File: src/clns_pkg.sv
// Shared constants, control word layout and status types for the LCD nibble sequencer.
package clns_pkg;

    // Decimal digits kept for a number request
    localparam int MAX_DIGITS  = 10;
    localparam int DIGIT_CNT_W = $clog2(MAX_DIGITS + 1);
    localparam int DIGIT_IDX_W = (MAX_DIGITS > 1) ? $clog2(MAX_DIGITS) : 1;

    // Microprogram addressing
    localparam int STEP_W = 5;
    localparam logic [STEP_W-1:0] STEP_IDLE  = 5'd0;
    localparam logic [STEP_W-1:0] ENTRY_INIT = 5'd1;
    localparam logic [STEP_W-1:0] ENTRY_CMD  = 5'd15;
    localparam logic [STEP_W-1:0] ENTRY_DATA = 5'd17;
    localparam logic [STEP_W-1:0] ENTRY_NUM  = 5'd19;
    localparam logic [STEP_W-1:0] STEP_POP   = 5'd20;

    // Request kinds
    localparam logic [2:0] KIND_INIT    = 3'd0;
    localparam logic [2:0] KIND_COMMAND = 3'd1;
    localparam logic [2:0] KIND_DATA    = 3'd2;
    localparam logic [2:0] KIND_CURSOR  = 3'd3;
    localparam logic [2:0] KIND_NUMBER  = 3'd4;

    // Configuration register indexes
    localparam logic [1:0] CFG_COMMAND_WAIT = 2'd0;
    localparam logic [1:0] CFG_SHORT_WAIT   = 2'd1;
    localparam logic [1:0] CFG_DATA_WAIT    = 2'd2;

    // Reset values of the wait registers
    localparam logic [7:0] COMMAND_WAIT_RST = 8'd60;
    localparam logic [7:0] SHORT_WAIT_RST   = 8'd2;
    localparam logic [7:0] DATA_WAIT_RST    = 8'd60;

    // LCD command codes and address bases
    localparam logic [7:0] CMD_CLEAR      = 8'h01;
    localparam logic [7:0] CMD_HOME       = 8'h02;
    localparam logic [7:0] CMD_FUNC_SET   = 8'h28;
    localparam logic [7:0] CMD_DISP_OFF   = 8'h08;
    localparam logic [7:0] CMD_ENTRY_MODE = 8'h06;
    localparam logic [7:0] CMD_DISPLAY_ON = 8'h0C;
    localparam logic [7:0] ROW0_BASE      = 8'h80;
    localparam logic [7:0] ROW1_BASE      = 8'hC0;
    localparam logic [7:0] ASCII_ZERO     = 8'h30;

    // Fixed waits of the init sequence
    localparam logic [5:0] INIT_PRE_WAIT = 6'd40;
    localparam logic [7:0] WAIT_FIVE     = 8'd5;
    localparam logic [7:0] WAIT_HUNDRED  = 8'd100;

    // Divide by ten: q = (n * RECIP10) >> RECIP_SHIFT, exact for 32-bit n
    localparam logic [31:0] RECIP10     = 32'hCCCC_CCCD;
    localparam int          RECIP_SHIFT = 35;

    // Control word fields
    typedef enum logic [1:0] {
        NS_LIT,
        NS_HI,
        NS_LO
    } nib_sel_t;

    typedef enum logic [2:0] {
        POST_NONE,
        POST_FIVE,
        POST_HUNDRED,
        POST_COMMAND,
        POST_DATA
    } post_sel_t;

    typedef enum logic [1:0] {
        BL_NONE,
        BL_LIT,
        BL_DIGIT
    } byte_sel_t;

    typedef enum logic [1:0] {
        LAST_NO,
        LAST_YES,
        LAST_EMPTY
    } last_sel_t;

    typedef enum logic [1:0] {
        JMP_NEXT,
        JMP_END,
        JMP_WAIT,
        JMP_LOOP
    } jump_t;

    typedef struct packed {
        logic              emit;
        nib_sel_t          nib_sel;
        logic [3:0]        lit_nib;
        logic              rs;
        logic              pre_init;
        post_sel_t         post_sel;
        byte_sel_t         byte_sel;
        logic [7:0]        lit_byte;
        last_sel_t         last_sel;
        jump_t             jump;
        logic [STEP_W-1:0] target;
    } ctrl_word_t;

    // Sequencer to digit unit
    typedef struct packed {
        logic start;
        logic pop;
    } digit_ctrl_t;

    // Digit unit to sequencer
    typedef struct packed {
        logic       busy;
        logic       has_digit;
        logic [3:0] digit;
    } digit_status_t;

endpackage

File: src/clns_ucode_rom.sv
// Microprogram table of the LCD nibble sequencer.
module clns_ucode_rom
(
    input  logic [clns_pkg::STEP_W-1:0] addr,
    output clns_pkg::ctrl_word_t        word
);

    // Build one control word
    function automatic clns_pkg::ctrl_word_t cw(
        input logic                        emit,
        input clns_pkg::nib_sel_t          nib_sel,
        input logic [3:0]                  lit_nib,
        input logic                        rs,
        input logic                        pre_init,
        input clns_pkg::post_sel_t         post_sel,
        input clns_pkg::byte_sel_t         byte_sel,
        input logic [7:0]                  lit_byte,
        input clns_pkg::last_sel_t         last_sel,
        input clns_pkg::jump_t             jump,
        input logic [clns_pkg::STEP_W-1:0] target
    );
        clns_pkg::ctrl_word_t w;
        w.emit     = emit;
        w.nib_sel  = nib_sel;
        w.lit_nib  = lit_nib;
        w.rs       = rs;
        w.pre_init = pre_init;
        w.post_sel = post_sel;
        w.byte_sel = byte_sel;
        w.lit_byte = lit_byte;
        w.last_sel = last_sel;
        w.jump     = jump;
        w.target   = target;
        return w;
    endfunction

    // Program: init, command, data, number entries
    always_comb
    begin
        unique case (addr)
            // init: three 0x3 wake-ups and the switch to 4-bit mode
            5'd1:  word = cw(1'b1, clns_pkg::NS_LIT, 4'h3, 1'b0, 1'b1, clns_pkg::POST_FIVE,
                             clns_pkg::BL_NONE, 8'h00, clns_pkg::LAST_NO, clns_pkg::JMP_NEXT,
                             clns_pkg::STEP_IDLE);
            5'd2:  word = cw(1'b1, clns_pkg::NS_LIT, 4'h3, 1'b0, 1'b0, clns_pkg::POST_HUNDRED,
                             clns_pkg::BL_NONE, 8'h00, clns_pkg::LAST_NO, clns_pkg::JMP_NEXT,
                             clns_pkg::STEP_IDLE);
            5'd3:  word = cw(1'b1, clns_pkg::NS_LIT, 4'h3, 1'b0, 1'b0, clns_pkg::POST_HUNDRED,
                             clns_pkg::BL_NONE, 8'h00, clns_pkg::LAST_NO, clns_pkg::JMP_NEXT,
                             clns_pkg::STEP_IDLE);
            5'd4:  word = cw(1'b1, clns_pkg::NS_LIT, 4'h2, 1'b0, 1'b0, clns_pkg::POST_HUNDRED,
                             clns_pkg::BL_LIT, clns_pkg::CMD_FUNC_SET, clns_pkg::LAST_NO,
                             clns_pkg::JMP_NEXT, clns_pkg::STEP_IDLE);
            // init: five command bytes
            5'd5, 5'd7, 5'd9, 5'd11, 5'd13:
                   word = cw(1'b1, clns_pkg::NS_HI, 4'h0, 1'b0, 1'b0, clns_pkg::POST_NONE,
                             clns_pkg::BL_NONE, 8'h00, clns_pkg::LAST_NO, clns_pkg::JMP_NEXT,
                             clns_pkg::STEP_IDLE);
            5'd6:  word = cw(1'b1, clns_pkg::NS_LO, 4'h0, 1'b0, 1'b0, clns_pkg::POST_COMMAND,
                             clns_pkg::BL_LIT, clns_pkg::CMD_DISP_OFF, clns_pkg::LAST_NO,
                             clns_pkg::JMP_NEXT, clns_pkg::STEP_IDLE);
            5'd8:  word = cw(1'b1, clns_pkg::NS_LO, 4'h0, 1'b0, 1'b0, clns_pkg::POST_COMMAND,
                             clns_pkg::BL_LIT, clns_pkg::CMD_CLEAR, clns_pkg::LAST_NO,
                             clns_pkg::JMP_NEXT, clns_pkg::STEP_IDLE);
            5'd10: word = cw(1'b1, clns_pkg::NS_LO, 4'h0, 1'b0, 1'b0, clns_pkg::POST_COMMAND,
                             clns_pkg::BL_LIT, clns_pkg::CMD_ENTRY_MODE, clns_pkg::LAST_NO,
                             clns_pkg::JMP_NEXT, clns_pkg::STEP_IDLE);
            5'd12: word = cw(1'b1, clns_pkg::NS_LO, 4'h0, 1'b0, 1'b0, clns_pkg::POST_COMMAND,
                             clns_pkg::BL_LIT, clns_pkg::CMD_DISPLAY_ON, clns_pkg::LAST_NO,
                             clns_pkg::JMP_NEXT, clns_pkg::STEP_IDLE);
            5'd14: word = cw(1'b1, clns_pkg::NS_LO, 4'h0, 1'b0, 1'b0, clns_pkg::POST_COMMAND,
                             clns_pkg::BL_NONE, 8'h00, clns_pkg::LAST_YES, clns_pkg::JMP_END,
                             clns_pkg::STEP_IDLE);
            // command byte (also cursor)
            5'd15: word = cw(1'b1, clns_pkg::NS_HI, 4'h0, 1'b0, 1'b0, clns_pkg::POST_NONE,
                             clns_pkg::BL_NONE, 8'h00, clns_pkg::LAST_NO, clns_pkg::JMP_NEXT,
                             clns_pkg::STEP_IDLE);
            5'd16: word = cw(1'b1, clns_pkg::NS_LO, 4'h0, 1'b0, 1'b0, clns_pkg::POST_COMMAND,
                             clns_pkg::BL_NONE, 8'h00, clns_pkg::LAST_YES, clns_pkg::JMP_END,
                             clns_pkg::STEP_IDLE);
            // data byte
            5'd17: word = cw(1'b1, clns_pkg::NS_HI, 4'h0, 1'b1, 1'b0, clns_pkg::POST_NONE,
                             clns_pkg::BL_NONE, 8'h00, clns_pkg::LAST_NO, clns_pkg::JMP_NEXT,
                             clns_pkg::STEP_IDLE);
            5'd18: word = cw(1'b1, clns_pkg::NS_LO, 4'h0, 1'b1, 1'b0, clns_pkg::POST_DATA,
                             clns_pkg::BL_NONE, 8'h00, clns_pkg::LAST_YES, clns_pkg::JMP_END,
                             clns_pkg::STEP_IDLE);
            // number: wait for conversion, then pop and send digits
            5'd19: word = cw(1'b0, clns_pkg::NS_LIT, 4'h0, 1'b0, 1'b0, clns_pkg::POST_NONE,
                             clns_pkg::BL_NONE, 8'h00, clns_pkg::LAST_NO, clns_pkg::JMP_WAIT,
                             clns_pkg::STEP_IDLE);
            5'd20: word = cw(1'b0, clns_pkg::NS_LIT, 4'h0, 1'b0, 1'b0, clns_pkg::POST_NONE,
                             clns_pkg::BL_DIGIT, 8'h00, clns_pkg::LAST_NO, clns_pkg::JMP_NEXT,
                             clns_pkg::STEP_IDLE);
            5'd21: word = cw(1'b1, clns_pkg::NS_HI, 4'h0, 1'b1, 1'b0, clns_pkg::POST_NONE,
                             clns_pkg::BL_NONE, 8'h00, clns_pkg::LAST_NO, clns_pkg::JMP_NEXT,
                             clns_pkg::STEP_IDLE);
            5'd22: word = cw(1'b1, clns_pkg::NS_LO, 4'h0, 1'b1, 1'b0, clns_pkg::POST_DATA,
                             clns_pkg::BL_NONE, 8'h00, clns_pkg::LAST_EMPTY, clns_pkg::JMP_LOOP,
                             clns_pkg::STEP_POP);
            // idle and unused addresses
            default:
                   word = cw(1'b0, clns_pkg::NS_LIT, 4'h0, 1'b0, 1'b0, clns_pkg::POST_NONE,
                             clns_pkg::BL_NONE, 8'h00, clns_pkg::LAST_NO, clns_pkg::JMP_END,
                             clns_pkg::STEP_IDLE);
        endcase
    end

endmodule

File: src/clns_digit_unit.sv
// Binary to decimal digit converter with a digit stack; each digit takes a multiply phase and a subtract phase.
module clns_digit_unit
(
    input  logic                    clk,
    input  logic                    rst_n,
    input  clns_pkg::digit_ctrl_t   ctrl,
    input  logic [31:0]             number,
    output clns_pkg::digit_status_t status
);

    typedef enum logic {
        PH_MUL,
        PH_SUB
    } phase_t;

    phase_t                             phase_reg;
    logic                               busy_reg;
    logic [clns_pkg::DIGIT_CNT_W-1:0]   cnt_reg;
    logic [31:0]                        num_reg;
    logic [63:0]                        prod_reg;
    logic [3:0]                         digit_reg [clns_pkg::MAX_DIGITS];

    logic [31:0]                        quot;
    logic [31:0]                        quot_x10;
    logic [31:0]                        rem;
    logic                               conv_done;
    logic [clns_pkg::DIGIT_CNT_W-1:0]   cnt_dec;

    // Quotient from the reciprocal product, remainder by shift-add
    assign quot      = {3'b000, prod_reg[63:clns_pkg::RECIP_SHIFT]};
    assign quot_x10  = (quot << 3) + (quot << 1);
    assign rem       = num_reg - quot_x10;
    assign conv_done = (quot == 32'd0) ||
                       (cnt_reg == clns_pkg::DIGIT_CNT_W'(clns_pkg::MAX_DIGITS - 1));
    assign cnt_dec   = cnt_reg - clns_pkg::DIGIT_CNT_W'(1);

    assign status.busy      = busy_reg;
    assign status.has_digit = (cnt_reg != '0);
    assign status.digit     = digit_reg[cnt_dec[clns_pkg::DIGIT_IDX_W-1:0]];

    // Control: phase, busy and stack depth
    always_ff @(posedge clk or negedge rst_n)
    begin
        if (!rst_n)
        begin
            phase_reg <= PH_MUL;
            busy_reg  <= 1'b0;
            cnt_reg   <= '0;
        end
        else if (ctrl.start)
        begin
            phase_reg <= PH_MUL;
            busy_reg  <= 1'b1;
            cnt_reg   <= '0;
        end
        else if (busy_reg)
        begin
            unique case (phase_reg)
                PH_MUL:
                begin
                    phase_reg <= PH_SUB;
                end
                PH_SUB:
                begin
                    phase_reg <= PH_MUL;
                    cnt_reg   <= cnt_reg + clns_pkg::DIGIT_CNT_W'(1);
                    if (conv_done)
                    begin
                        busy_reg <= 1'b0;
                    end
                end
                default:
                begin
                    phase_reg <= PH_MUL;
                end
            endcase
        end
        else if (ctrl.pop)
        begin
            cnt_reg <= cnt_dec;
        end
    end

    // Datapath: working value, product and digit stack
    always_ff @(posedge clk)
    begin
        if (ctrl.start)
        begin
            num_reg <= number;
        end
        else if (busy_reg && phase_reg == PH_MUL)
        begin
            prod_reg <= {32'd0, num_reg} * {32'd0, clns_pkg::RECIP10};
        end
        else if (busy_reg && phase_reg == PH_SUB)
        begin
            num_reg <= quot;
            digit_reg[cnt_reg[clns_pkg::DIGIT_IDX_W-1:0]] <= rem[3:0];
        end
    end

`ifndef SYNTHESIS
    a_pop_nonempty: assert property (@(posedge clk) disable iff (!rst_n)
        ctrl.pop |-> (cnt_reg != '0) && !busy_reg)
        else $error("digit pop from an empty or busy stack");

    a_depth_bound: assert property (@(posedge clk) disable iff (!rst_n)
        cnt_reg <= clns_pkg::DIGIT_CNT_W'(clns_pkg::MAX_DIGITS))
        else $error("digit stack deeper than its size");

    a_start_idle: assert property (@(posedge clk) disable iff (!rst_n)
        ctrl.start |-> !busy_reg && (cnt_reg == '0))
        else $error("conversion started while digits remain");

    a_digit_range: assert property (@(posedge clk) disable iff (!rst_n)
        (busy_reg && phase_reg == PH_SUB) |-> (rem < 32'd10))
        else $error("decimal remainder out of range");
`endif

endmodule

File: src/char_lcd_nibble_sequencer.sv
// Top level of the character LCD nibble sequencer: step counter, datapath and output register.
//
// Turns one request (init, command, data byte, cursor, number) into a run of 4-bit LCD
// strobes, each with a register-select flag, a wait before and a wait after it, and tlast
// on the final strobe. A microprogram steps once per cycle unless a sink stall or a pending
// digit conversion holds it, and issues at most one strobe a cycle into a single output
// register. A number request first runs the divide-by-ten loop (one multiply and one subtract
// per digit), then pops the digits and sends each as a data byte. A new request is taken once
// the previous one has placed its last strobe in the output register; sink stalls only hold
// the program. Kinds 5 to 7 produce no strobes. Wait registers are written through
// cfg_we/cfg_index/cfg_data; the user must do so only while the block is idle (not enforced).
module char_lcd_nibble_sequencer
(
    input  logic        clk,
    input  logic        rst_n,
    // configuration write port
    input  logic        cfg_we,
    input  logic [1:0]  cfg_index,
    input  logic [7:0]  cfg_data,
    // request stream
    input  logic        s_tvalid,
    output logic        s_tready,
    input  logic [47:0] s_tdata,   // byte_value[7:0], column[13:8], row[14], number[46:15]
    input  logic [2:0]  s_tuser,   // kind[2:0]
    // strobe stream
    output logic        m_tvalid,
    input  logic        m_tready,
    output logic [23:0] m_tdata,   // nibble[3:0], pre_wait_ms[9:4], post_wait_ms[17:10]
    output logic        m_tuser,   // register_select[0]
    output logic        m_tlast
);

    logic [clns_pkg::STEP_W-1:0] step_reg;
    logic [clns_pkg::STEP_W-1:0] step_next;
    logic [7:0]                  byte_reg;
    logic [7:0]                  byte_next;
    logic [7:0]                  cmd_wait_reg;
    logic [7:0]                  short_wait_reg;
    logic [7:0]                  data_wait_reg;

    logic                        out_valid_reg;
    logic [3:0]                  out_nib_reg;
    logic                        out_rs_reg;
    logic [5:0]                  out_pre_reg;
    logic [7:0]                  out_post_reg;
    logic                        out_last_reg;

    clns_pkg::ctrl_word_t        word;
    clns_pkg::digit_ctrl_t       dctrl;
    clns_pkg::digit_status_t     dstat;

    logic                        active;
    logic                        accept;
    logic                        can_emit;
    logic                        go;
    logic                        emit_fire;
    logic [7:0]                  cursor_addr;
    logic [3:0]                  nib_val;
    logic [5:0]                  pre_val;
    logic [7:0]                  post_val;
    logic                        last_val;

    clns_ucode_rom u_rom
    (
        .addr (step_reg),
        .word (word)
    );

    clns_digit_unit u_digits
    (
        .clk    (clk),
        .rst_n  (rst_n),
        .ctrl   (dctrl),
        .number (s_tdata[46:15]),
        .status (dstat)
    );

    assign active      = (step_reg != clns_pkg::STEP_IDLE);
    assign s_tready    = !active;
    assign accept      = s_tvalid && !active;
    assign can_emit    = !out_valid_reg || m_tready;
    assign cursor_addr = (s_tdata[14] ? clns_pkg::ROW1_BASE : clns_pkg::ROW0_BASE)
                         + {2'b00, s_tdata[13:8]};

    // Sequencer: dispatch on request kind, then follow the program
    always_comb
    begin
        step_next = step_reg;
        go        = 1'b0;
        if (!active)
        begin
            if (s_tvalid)
            begin
                unique case (s_tuser)
                    clns_pkg::KIND_INIT:    step_next = clns_pkg::ENTRY_INIT;
                    clns_pkg::KIND_COMMAND: step_next = clns_pkg::ENTRY_CMD;
                    clns_pkg::KIND_CURSOR:  step_next = clns_pkg::ENTRY_CMD;
                    clns_pkg::KIND_DATA:    step_next = clns_pkg::ENTRY_DATA;
                    clns_pkg::KIND_NUMBER:  step_next = clns_pkg::ENTRY_NUM;
                    default:                step_next = clns_pkg::STEP_IDLE;
                endcase
            end
        end
        else
        begin
            go = !word.emit || can_emit;
            case (word.jump)
                clns_pkg::JMP_NEXT:
                begin
                    if (go)
                    begin
                        step_next = step_reg + clns_pkg::STEP_W'(1);
                    end
                end
                clns_pkg::JMP_END:
                begin
                    if (go)
                    begin
                        step_next = clns_pkg::STEP_IDLE;
                    end
                end
                clns_pkg::JMP_WAIT:
                begin
                    go = !dstat.busy;
                    if (go)
                    begin
                        step_next = step_reg + clns_pkg::STEP_W'(1);
                    end
                end
                clns_pkg::JMP_LOOP:
                begin
                    if (go)
                    begin
                        step_next = dstat.has_digit ? word.target : clns_pkg::STEP_IDLE;
                    end
                end
                default:
                begin
                    step_next = clns_pkg::STEP_IDLE;
                end
            endcase
        end
    end

    assign emit_fire   = active && word.emit && go;
    assign dctrl.start = accept && (s_tuser == clns_pkg::KIND_NUMBER);
    assign dctrl.pop   = active && go && (word.byte_sel == clns_pkg::BL_DIGIT);

    // Working byte: request byte or cursor address, program literal or popped digit
    always_comb
    begin
        byte_next = byte_reg;
        if (accept)
        begin
            byte_next = (s_tuser == clns_pkg::KIND_CURSOR) ? cursor_addr : s_tdata[7:0];
        end
        else if (active && go)
        begin
            case (word.byte_sel)
                clns_pkg::BL_LIT:   byte_next = word.lit_byte;
                clns_pkg::BL_DIGIT: byte_next = clns_pkg::ASCII_ZERO + {4'h0, dstat.digit};
                default:            byte_next = byte_reg;
            endcase
        end
    end

    // Strobe fields from the control word
    always_comb
    begin
        case (word.nib_sel)
            clns_pkg::NS_HI: nib_val = byte_reg[7:4];
            clns_pkg::NS_LO: nib_val = byte_reg[3:0];
            default:         nib_val = word.lit_nib;
        endcase

        case (word.post_sel)
            clns_pkg::POST_FIVE:    post_val = clns_pkg::WAIT_FIVE;
            clns_pkg::POST_HUNDRED: post_val = clns_pkg::WAIT_HUNDRED;
            clns_pkg::POST_COMMAND:
            begin
                post_val = (byte_reg == clns_pkg::CMD_CLEAR || byte_reg == clns_pkg::CMD_HOME)
                           ? short_wait_reg : cmd_wait_reg;
            end
            clns_pkg::POST_DATA:    post_val = data_wait_reg;
            default:                post_val = 8'd0;
        endcase

        case (word.last_sel)
            clns_pkg::LAST_YES:   last_val = 1'b1;
            clns_pkg::LAST_EMPTY: last_val = !dstat.has_digit;
            default:              last_val = 1'b0;
        endcase

        pre_val = word.pre_init ? clns_pkg::INIT_PRE_WAIT : 6'd0;
    end

    // Control registers: step, wait settings, output valid
    always_ff @(posedge clk or negedge rst_n)
    begin
        if (!rst_n)
        begin
            step_reg       <= clns_pkg::STEP_IDLE;
            cmd_wait_reg   <= clns_pkg::COMMAND_WAIT_RST;
            short_wait_reg <= clns_pkg::SHORT_WAIT_RST;
            data_wait_reg  <= clns_pkg::DATA_WAIT_RST;
            out_valid_reg  <= 1'b0;
        end
        else
        begin
            step_reg <= step_next;
            if (cfg_we)
            begin
                case (cfg_index)
                    clns_pkg::CFG_COMMAND_WAIT: cmd_wait_reg   <= cfg_data;
                    clns_pkg::CFG_SHORT_WAIT:   short_wait_reg <= cfg_data;
                    clns_pkg::CFG_DATA_WAIT:    data_wait_reg  <= cfg_data;
                    default:                    ;
                endcase
            end
            if (emit_fire)
            begin
                out_valid_reg <= 1'b1;
            end
            else if (m_tready)
            begin
                out_valid_reg <= 1'b0;
            end
        end
    end

    // Payload registers
    always_ff @(posedge clk)
    begin
        byte_reg <= byte_next;
        if (emit_fire)
        begin
            out_nib_reg  <= nib_val;
            out_rs_reg   <= word.rs;
            out_pre_reg  <= pre_val;
            out_post_reg <= post_val;
            out_last_reg <= last_val;
        end
    end

    assign m_tvalid = out_valid_reg;
    assign m_tdata  = {6'd0, out_post_reg, out_pre_reg, out_nib_reg};
    assign m_tuser  = out_rs_reg;
    assign m_tlast  = out_last_reg;

`ifndef SYNTHESIS
    a_last_ends_run: assert property (@(posedge clk) disable iff (!rst_n)
        (emit_fire && last_val) |=> (step_reg == clns_pkg::STEP_IDLE))
        else $error("program still running after the last strobe");

    a_pre_wait_instr: assert property (@(posedge clk) disable iff (!rst_n)
        (m_tvalid && m_tdata[9:4] != 6'd0) |-> (m_tuser == 1'b0))
        else $error("pre wait on a data register strobe");

    a_idle_stack_empty: assert property (@(posedge clk) disable iff (!rst_n)
        (step_reg == clns_pkg::STEP_IDLE) |-> (!dstat.busy && !dstat.has_digit))
        else $error("digits left over at the end of a request");
`endif

endmodule

File: config.mk
export PLATFORM = sky130hd
export DESIGN_NAME = char_lcd_nibble_sequencer
export DESIGN_NICKNAME = d
export VERILOG_FILES = /design/src/clns_pkg.sv /design/src/clns_ucode_rom.sv /design/src/clns_digit_unit.sv /design/src/char_lcd_nibble_sequencer.sv
export SDC_FILE = /design/constraint.sdc
export NUM_CORES = 1
export LEC_CHECK = 0
export ABC_AREA = 1
export BUFFER_PORTS_ARGS = -buffer_cell sky130_fd_sc_hd__buf_2
export CAP_MARGIN = 20
export CORE_MARGIN = 2
export CORE_UTILIZATION = 40
export DETAILED_ROUTE_END_ITERATION = 6
export PLACE_DENSITY = 0.58
export SYNTH_ARGS = -nofsm -noshare
export SYNTH_HDL_FRONTEND = slang
export SYNTH_SLANG_ARGS = --single-unit
export TNS_END_PERCENT = 1
File: constraint.sdc
create_clock -name clk -period 7.7 [get_ports clk]
set_clock_uncertainty 0.15 [all_clocks]
set_input_delay 1.54 -clock clk [delete_from_list [all_inputs] [get_ports clk]]
set_output_delay 1.54 -clock clk [all_outputs]
set_load 0.02 [all_outputs]
# [Yosys cells after proc, flatten, opt, wreduce, memory -nomap -nowiden]
# Memories as Yosys holds them, arrays and structs flattened.
# Index checks and enable logic that the tools add are counted.
[word_totals] regBits=160 mem_bits_rw=40 romBits=736 inputBits=66 output_inout_bits=28 wordCells=136 memories=2
[op_classes] add_sub_neg=7 n_mul=1 eq_ne=28 muxes=41 bitwise=2 n_reduce_logical=39
[memory_table] memory="(name not given)" depth=32 width=23 read_ports=1 rd_clocked_by_memory_dff=0 write_ports=0 line_no="clns_ucode_rom.sv:40" rtl="unique case (addr)"
[memory_table] memory="u_digits.digit_reg" depth=10 width=4 read_ports=1 rd_clocked_by_memory_dff=0 write_ports=1 line_no="clns_digit_unit.sv:21" rtl="logic [3:0] digit_reg [clns_pkg::MAX_DIGITS];"
[ops] op="$mux 32" n=3
[ops] op="$mul 32x32->64 const B" n=1
[ops] op="$pmux 5 s4" n=2
[ops] op="$mux 5" n=7
[ops] op="$logic_not 32->1" n=1
[ops] op="$mux 8" n=4
[ops] op="$pmux 8 s4" n=1
[ops] op="$mux 4" n=4
[ops] op="$pmux 8 s2" n=1
[ops] op="$mux 1" n=14
[ops] op="$reduce_and 2->1" n=7
[ops] op="$eq 2x2->1 const B" n=6
[ops] op="$eq 3x2->1 const B" n=4
[ops] op="$ne 3x3->1 const B" n=4
[ops] op="$eq 2x1->1 const B" n=5
[ops] op="$reduce_bool 2->1" n=5
[ops] op="$add 8x6->8" n=1
[ops] op="$eq 8x1->1 const B" n=1
[ops] op="$eq 8x2->1 const B" n=1
[ops] op="$logic_and 1x1->1" n=8
[ops] op="$pmux 4 s2" n=1
[ops] op="$add 6x4->7 const A" n=1
[ops] op="$mux 7" n=1
[ops] op="$eq 3x1->1 const B" n=2
[ops] op="other kinds (21)" n=33

# [Logic depth before layout (Yosys ltp)]
[depth] depth_word=10 depth_mapped=28 depth_no_buf=28

# [Hierarchy]
# A second synthesis with hierarchy kept.
[hier_totals] cells_unflattened=3111 hier_area_um2=26699.4
[by_module_without_submodules] mod="clns_digit_unit" instances=1 cells_each=2682 area_each_um2=23307.4 seq_area_each_um2=3183.1
[by_module_without_submodules] mod="char_lcd_nibble_sequencer" instances=1 cells_each=339 area_each_um2=2906.5 seq_area_each_um2=1452.6
[by_module_without_submodules] mod="clns_ucode_rom" instances=1 cells_each=90 area_each_um2=485.5 seq_area_each_um2=0.0

# [Worst setup path after synthesis]
# Ideal clock, no wire load.
[synth_timing] path_kind="reg-to-reg" startpoint="register u_digits.num_reg[20]" endpoint="register u_digits.prod_reg[52] (data pin)" setup_ps=252 arrival_ps=5767 required_ps=7298 path_slack_ps=1531 stages_incl_launch_ff=26 n_path_buf=0 period_less_slack_ps=6169 cell_sequence="edfxtp_1 > ha_1 > inv_1 > fa_1 > inv_1 > fa_1 > inv_1 > fa_1 > inv_1 > fa_1 > fa_1 > fa_1 > inv_1 > fa_1 > inv_1 > ha_1 > nand2_1 > inv_1 > a21oi_1 > nand2_1 > a21oi_1 > nor2_1 > nor2_1 > nand2_1 > nand2_1 > nand2_1"
[synth_between] elab_chain_len=1
[synth_lines] item="start, declared" line_no="clns_digit_unit.sv:19" rtl="logic [31:0] num_reg;"
[synth_lines] item="start signal, assigned" line_no="clns_digit_unit.sv:89" rtl="num_reg <= number;"
[synth_lines] item="start signal, assigned" line_no="clns_digit_unit.sv:97" rtl="num_reg <= quot;"
[synth_lines] item="$mul 32x32->64" line_no="clns_digit_unit.sv:93" rtl="prod_reg <= {32'd0, num_reg} * {32'd0, clns_pkg::RECIP10};"
[synth_lines] item="end signal, assigned" line_no="clns_digit_unit.sv:93"
[synth_lines] item="end, declared" line_no="clns_digit_unit.sv:20" rtl="logic [63:0] prod_reg;"
# No other way between the ends.
# A chain may end at the register's enable or synchronous reset.

# [Worst setup path in the final report]
[layout_timing] startpoint="register u_digits.num_reg[8]" endpoint="register u_digits.prod_reg[57] (data pin)"
# Same word-level chain as after synthesis.

==> impl_metrics.prom <==
# TYPE chip_impl_metric gauge
chip_impl_metric{name="synth_sequential_area_ratio",unit="%"} 17.76
chip_impl_info{name="synth-main-ff-cell",value="edfxtp_1"} 1
chip_impl_metric{name="drt-pass1-iter-count",unit=""} 7
chip_impl_metric{name="synth-edff-count",unit=""} 124
chip_impl_metric{name="slew-limit-headroom",unit="%"} 34.91
chip_impl_metric{name="placementRows",unit=""} 93
chip_impl_metric{name="share_of_final_layout_standard_cells_stronger_than_drive_strength_1",unit="%"} 5.505
chip_impl_metric{name="vias_per_cell",unit=""} 4.849
chip_impl_metric{name="cts_made_buffers",unit=""} 17
chip_impl_metric{name="die-height",unit="microns"} 259.4
chip_impl_metric{name="finalSetupViolations",unit=""} 0
chip_impl_info{name="timing.critical_path.mode_cell",value="fa_1"} 1
chip_impl_metric{name="path_clk_slew",unit="ns"} 0.07
chip_impl_metric{name="area_growth",unit="%"} 8.142
chip_impl_info{name="setup.worst_path.end_class",value="register"} 1
chip_impl_metric{name="ctsHtreeMaxLevel",unit=""} 4
chip_impl_metric{name="core-area",unit="sq um"} 64460
chip_impl_metric{name="synth-async-reset-ratio",unit="%"} 22.50
chip_impl_metric{name="syn_avg_cell_area",unit="sq um"} 8.508
chip_impl_metric{name="drc",unit=""} 0
chip_impl_metric{name="vias_in_the_first_global_route",unit=""} 20270
chip_impl_info{name="min-delay-path-class",value="register to register"} 1
chip_impl_metric{name="critical_path_arrival",unit="ns"} 7.18
chip_impl_info{name="route.top_layer_used",value="met4"} 1
chip_impl_metric{name="setup_slack_of_the_most_critical_reg_to_reg_path",unit="ns"} 0.58
chip_impl_metric{name="cp_data_required_time",unit="ns"} 7.76
chip_impl_metric{name="postSynthCellCount",unit=""} 3067
chip_impl_metric{name="met2WireLength",unit="microns"} 37120
chip_impl_metric{name="io-pin-count",unit=""} 94
chip_impl_metric{name="io_buffer_count",unit=""} 82
chip_impl_metric{name="synth_cell_types",unit=""} 48
chip_impl_info{name="slowest_stage",value="ha_1"} 1
chip_impl_metric{name="final.min_clock_period",unit="ns"} 7.121
chip_impl_metric{name="die_w",unit="microns"} 259.4
chip_impl_metric{name="setup_tns",unit="ns"} 0
chip_impl_info{name="clockRootBuffer",value="clkbuf_16"} 1
chip_impl_metric{name="slew_viol_final",unit=""} 0
chip_impl_metric{name="fin_crit_sh",unit="%"} 92.48
chip_impl_metric{name="design.final.nets",unit=""} 3983
chip_impl_metric{name="timing.critical_path.slowest_cell_delay",unit="ns"} 0.63
chip_impl_metric{name="ys_seq_elements",unit=""} 160
chip_impl_metric{name="cts_resized",unit=""} 0
chip_impl_metric{name="drt_first_iter_violations",unit=""} 1451
chip_impl_metric{name="diodes",unit=""} 0
chip_impl_info{name="setup.worst_path.start_class",value="register"} 1
chip_impl_metric{name="detailroute.wirelength.met3",unit="microns"} 3796
chip_impl_metric{name="critPathMaxFanout",unit=""} 8
chip_impl_metric{name="largest_reg_flops",unit=""} 40
chip_impl_metric{name="clock_tree.buffer_depth",unit=""} 2
chip_impl_metric{name="starting_density_of_the_core",unit="%"} 40.48
chip_impl_metric{name="cts.sink_count",unit=""} 160
chip_impl_metric{name="cts-hold-fix-buffers",unit=""} 0
chip_impl_info{name="crit_type",value="register to register"} 1
chip_impl_metric{name="grt_pass1_wl",unit="microns"} 120700
chip_impl_metric{name="wl_met1",unit="microns"} 34090
chip_impl_metric{name="grt_use_total",unit="%"} 24.32
chip_impl_metric{name="grt_antenna_before_repair",unit=""} 0
chip_impl_info{name="cts_tree",value="yes"} 1
chip_impl_metric{name="routed_wl",unit="microns"} 78800
chip_impl_metric{name="ant_nets",unit=""} 0
chip_impl_metric{name="place.detailed.hpwl",unit="microns"} 69480
chip_impl_metric{name="synth.yosys.warnings",unit=""} 0
chip_impl_info{name="status",value="finished, final reports clean"} 1
chip_impl_metric{name="gpl_congestion",unit=""} 1.008
chip_impl_info{name="crit_path_cell_trace",value="ha_1 -> xor2_1 -> inv_1 -> o21ai_0 -> fa_1 -> fa_1 -> fa_1 -> fa_1 -> fa_1 -> ha_1 -> ha_1 -> nand2_1 -> nor2_1 -> inv_1 -> nor2_1 -> nand2_1 -> nor4_1 -> nand2_1 -> nand3_1 -> nand2_1"} 1
chip_impl_metric{name="final-hold-violation-count",unit=""} 0
chip_impl_metric{name="post_cts_buffers",unit=""} 0
chip_impl_info{name="grt_setup_unrepaired",value="no"} 1
chip_impl_metric{name="grt_start_max_net_pins",unit=""} 38
chip_impl_metric{name="timing_worst_slew_pin_value",unit="ns"} 0.9694
chip_impl_metric{name="netlist_area",unit="sq um"} 26100
chip_impl_info{name="critPathTopFamily",value="adder cells"} 1
chip_impl_metric{name="cap_violations",unit=""} 0
chip_impl_metric{name="worst_skew_pair.late_latency",unit="ns"} 0.46
chip_impl_metric{name="grt_overflow_total",unit=""} 0
chip_impl_metric{name="max_freq",unit="MHz"} 140.4
chip_impl_metric{name="dieArea",unit="sq um"} 67300
chip_impl_info{name="mostFrequentLayoutCell",value="inv_1"} 1
chip_impl_info{name="final_cell_mix",value="inv_1, nand2_1, fa_1"} 1
chip_impl_metric{name="dr_total_vias",unit=""} 19560
chip_impl_metric{name="avgRoutedWirePerCell",unit="microns"} 19.53
chip_impl_metric{name="timing.critical_path.buf_inv",unit=""} 2
[final timing paths]
kind	from	depth (start not counted)	end
max	u_digits.num_reg[8]$_DFFE_PP_	20	u_digits.prod_reg[57]$_DFFE_PP_
min	short_wait_reg[5]$_DFFE_PN0P_	2	short_wait_reg[5]$_DFFE_PN0P_
max reg2reg	u_digits.num_reg[8]$_DFFE_PP_	20	u_digits.prod_reg[57]$_DFFE_PP_
min reg2reg	short_wait_reg[5]$_DFFE_PN0P_	2	short_wait_reg[5]$_DFFE_PN0P_
max in group asynchronous	rst_n	1	u_digits.cnt_reg[0]$_DFFE_PN0P_
min in group asynchronous	rst_n	1	data_wait_reg[7]$_DFFE_PN0P_
[synth_stat cells (3+ instances only)]
cell type | count | area share, %
ha_1 | 364 | 17
nor3_1 | 16 | 0.31
or2_2 | 3 | 0.072
inv_1 | 816 | 12
nand3_1 | 78 | 1.5
xor2_1 | 45 | 1.5
nor2_1 | 202 | 2.9
nand4_1 | 14 | 0.34
o21ai_0 | 107 | 2.1
dfrtp_1 | 27 | 2.6
a21boi_0 | 3 | 0.086
a21oi_1 | 81 | 1.6
fa_1 | 387 | 30
nand2_1 | 644 | 9.3
o211ai_1 | 12 | 0.35
o21ai_1 | 11 | 0.21
o21bai_1 | 14 | 0.40
edfxtp_1 | 124 | 14
xnor2_1 | 13 | 0.44
dfstp_2 | 9 | 0.91
buf_2 | 6 | 0.12
a21o_1 | 9 | 0.26
o22ai_1 | 6 | 0.14
inv_2 | 8 | 0.12
clkbuf_1 | 17 | 0.24
buf_4 | 13 | 0.37
nor4_1 | 10 | 0.24
[cell type report]
type                            instances  area [sq um]
Clock inverter                         14         157.7
Inverter                              825          3099
Sequential cell                       160          4636
Clock buffer                           18         450.4
Fill cell                            6476         36240
Timing Repair Buffer                  108         605.6
Multi-Input combinational cell       2054         18200
Tap cell                              855          1070
[cell families (layout without fill, tap and decap cells)]
kind of cell,after synthesis,in the layout,synth area share [%]
simple gates,980,980,15.05
flops,160,160,17.76
buf+inv,862,965,12.65
xor+xnor,58,58,1.947
compound gates,255,255,5.428
fa+ha+maj,751,751,47.14
other cells,1,10,0.01437
[through the flow]
stage	instances	hold WS [ns]	instance area, sq um	worst slack (ns)	utilization (%)
2_1_floorplan	3076	0.3030	26130	1.531	-
3_3_place_gp	4002	0.3182	27610	0.6162	42.83
3_5_place_dp	4002	0.3230	27610	0.6047	42.83
4_1_cts	4034	0.3419	28220	0.5616	43.78
5_1_grt	4034	0.3565	28220	0.2331	43.78
6_report	4034	0.3366	28220	0.5789	43.78
[worst min-delay path, delay by kind of cell, from the launching register on]
kind,cells,cell delay (ns)
flip-flops,1,0.35
AND/OR/NAND/NOR,1,0.05
AO/OA/AOI/OAI,1,0.06
[layer usage]
metal	vias to the layer above	GRT usage (%)
met1	9378	31.83
li1	9502	-
met3	136	3.124
met2	545	40.61
met5	-	0
met4	0	10.22
Power is left out: the tool's default activity adds up to more than one toggle a clock period on the data nets, which glitch-free logic cannot reach.
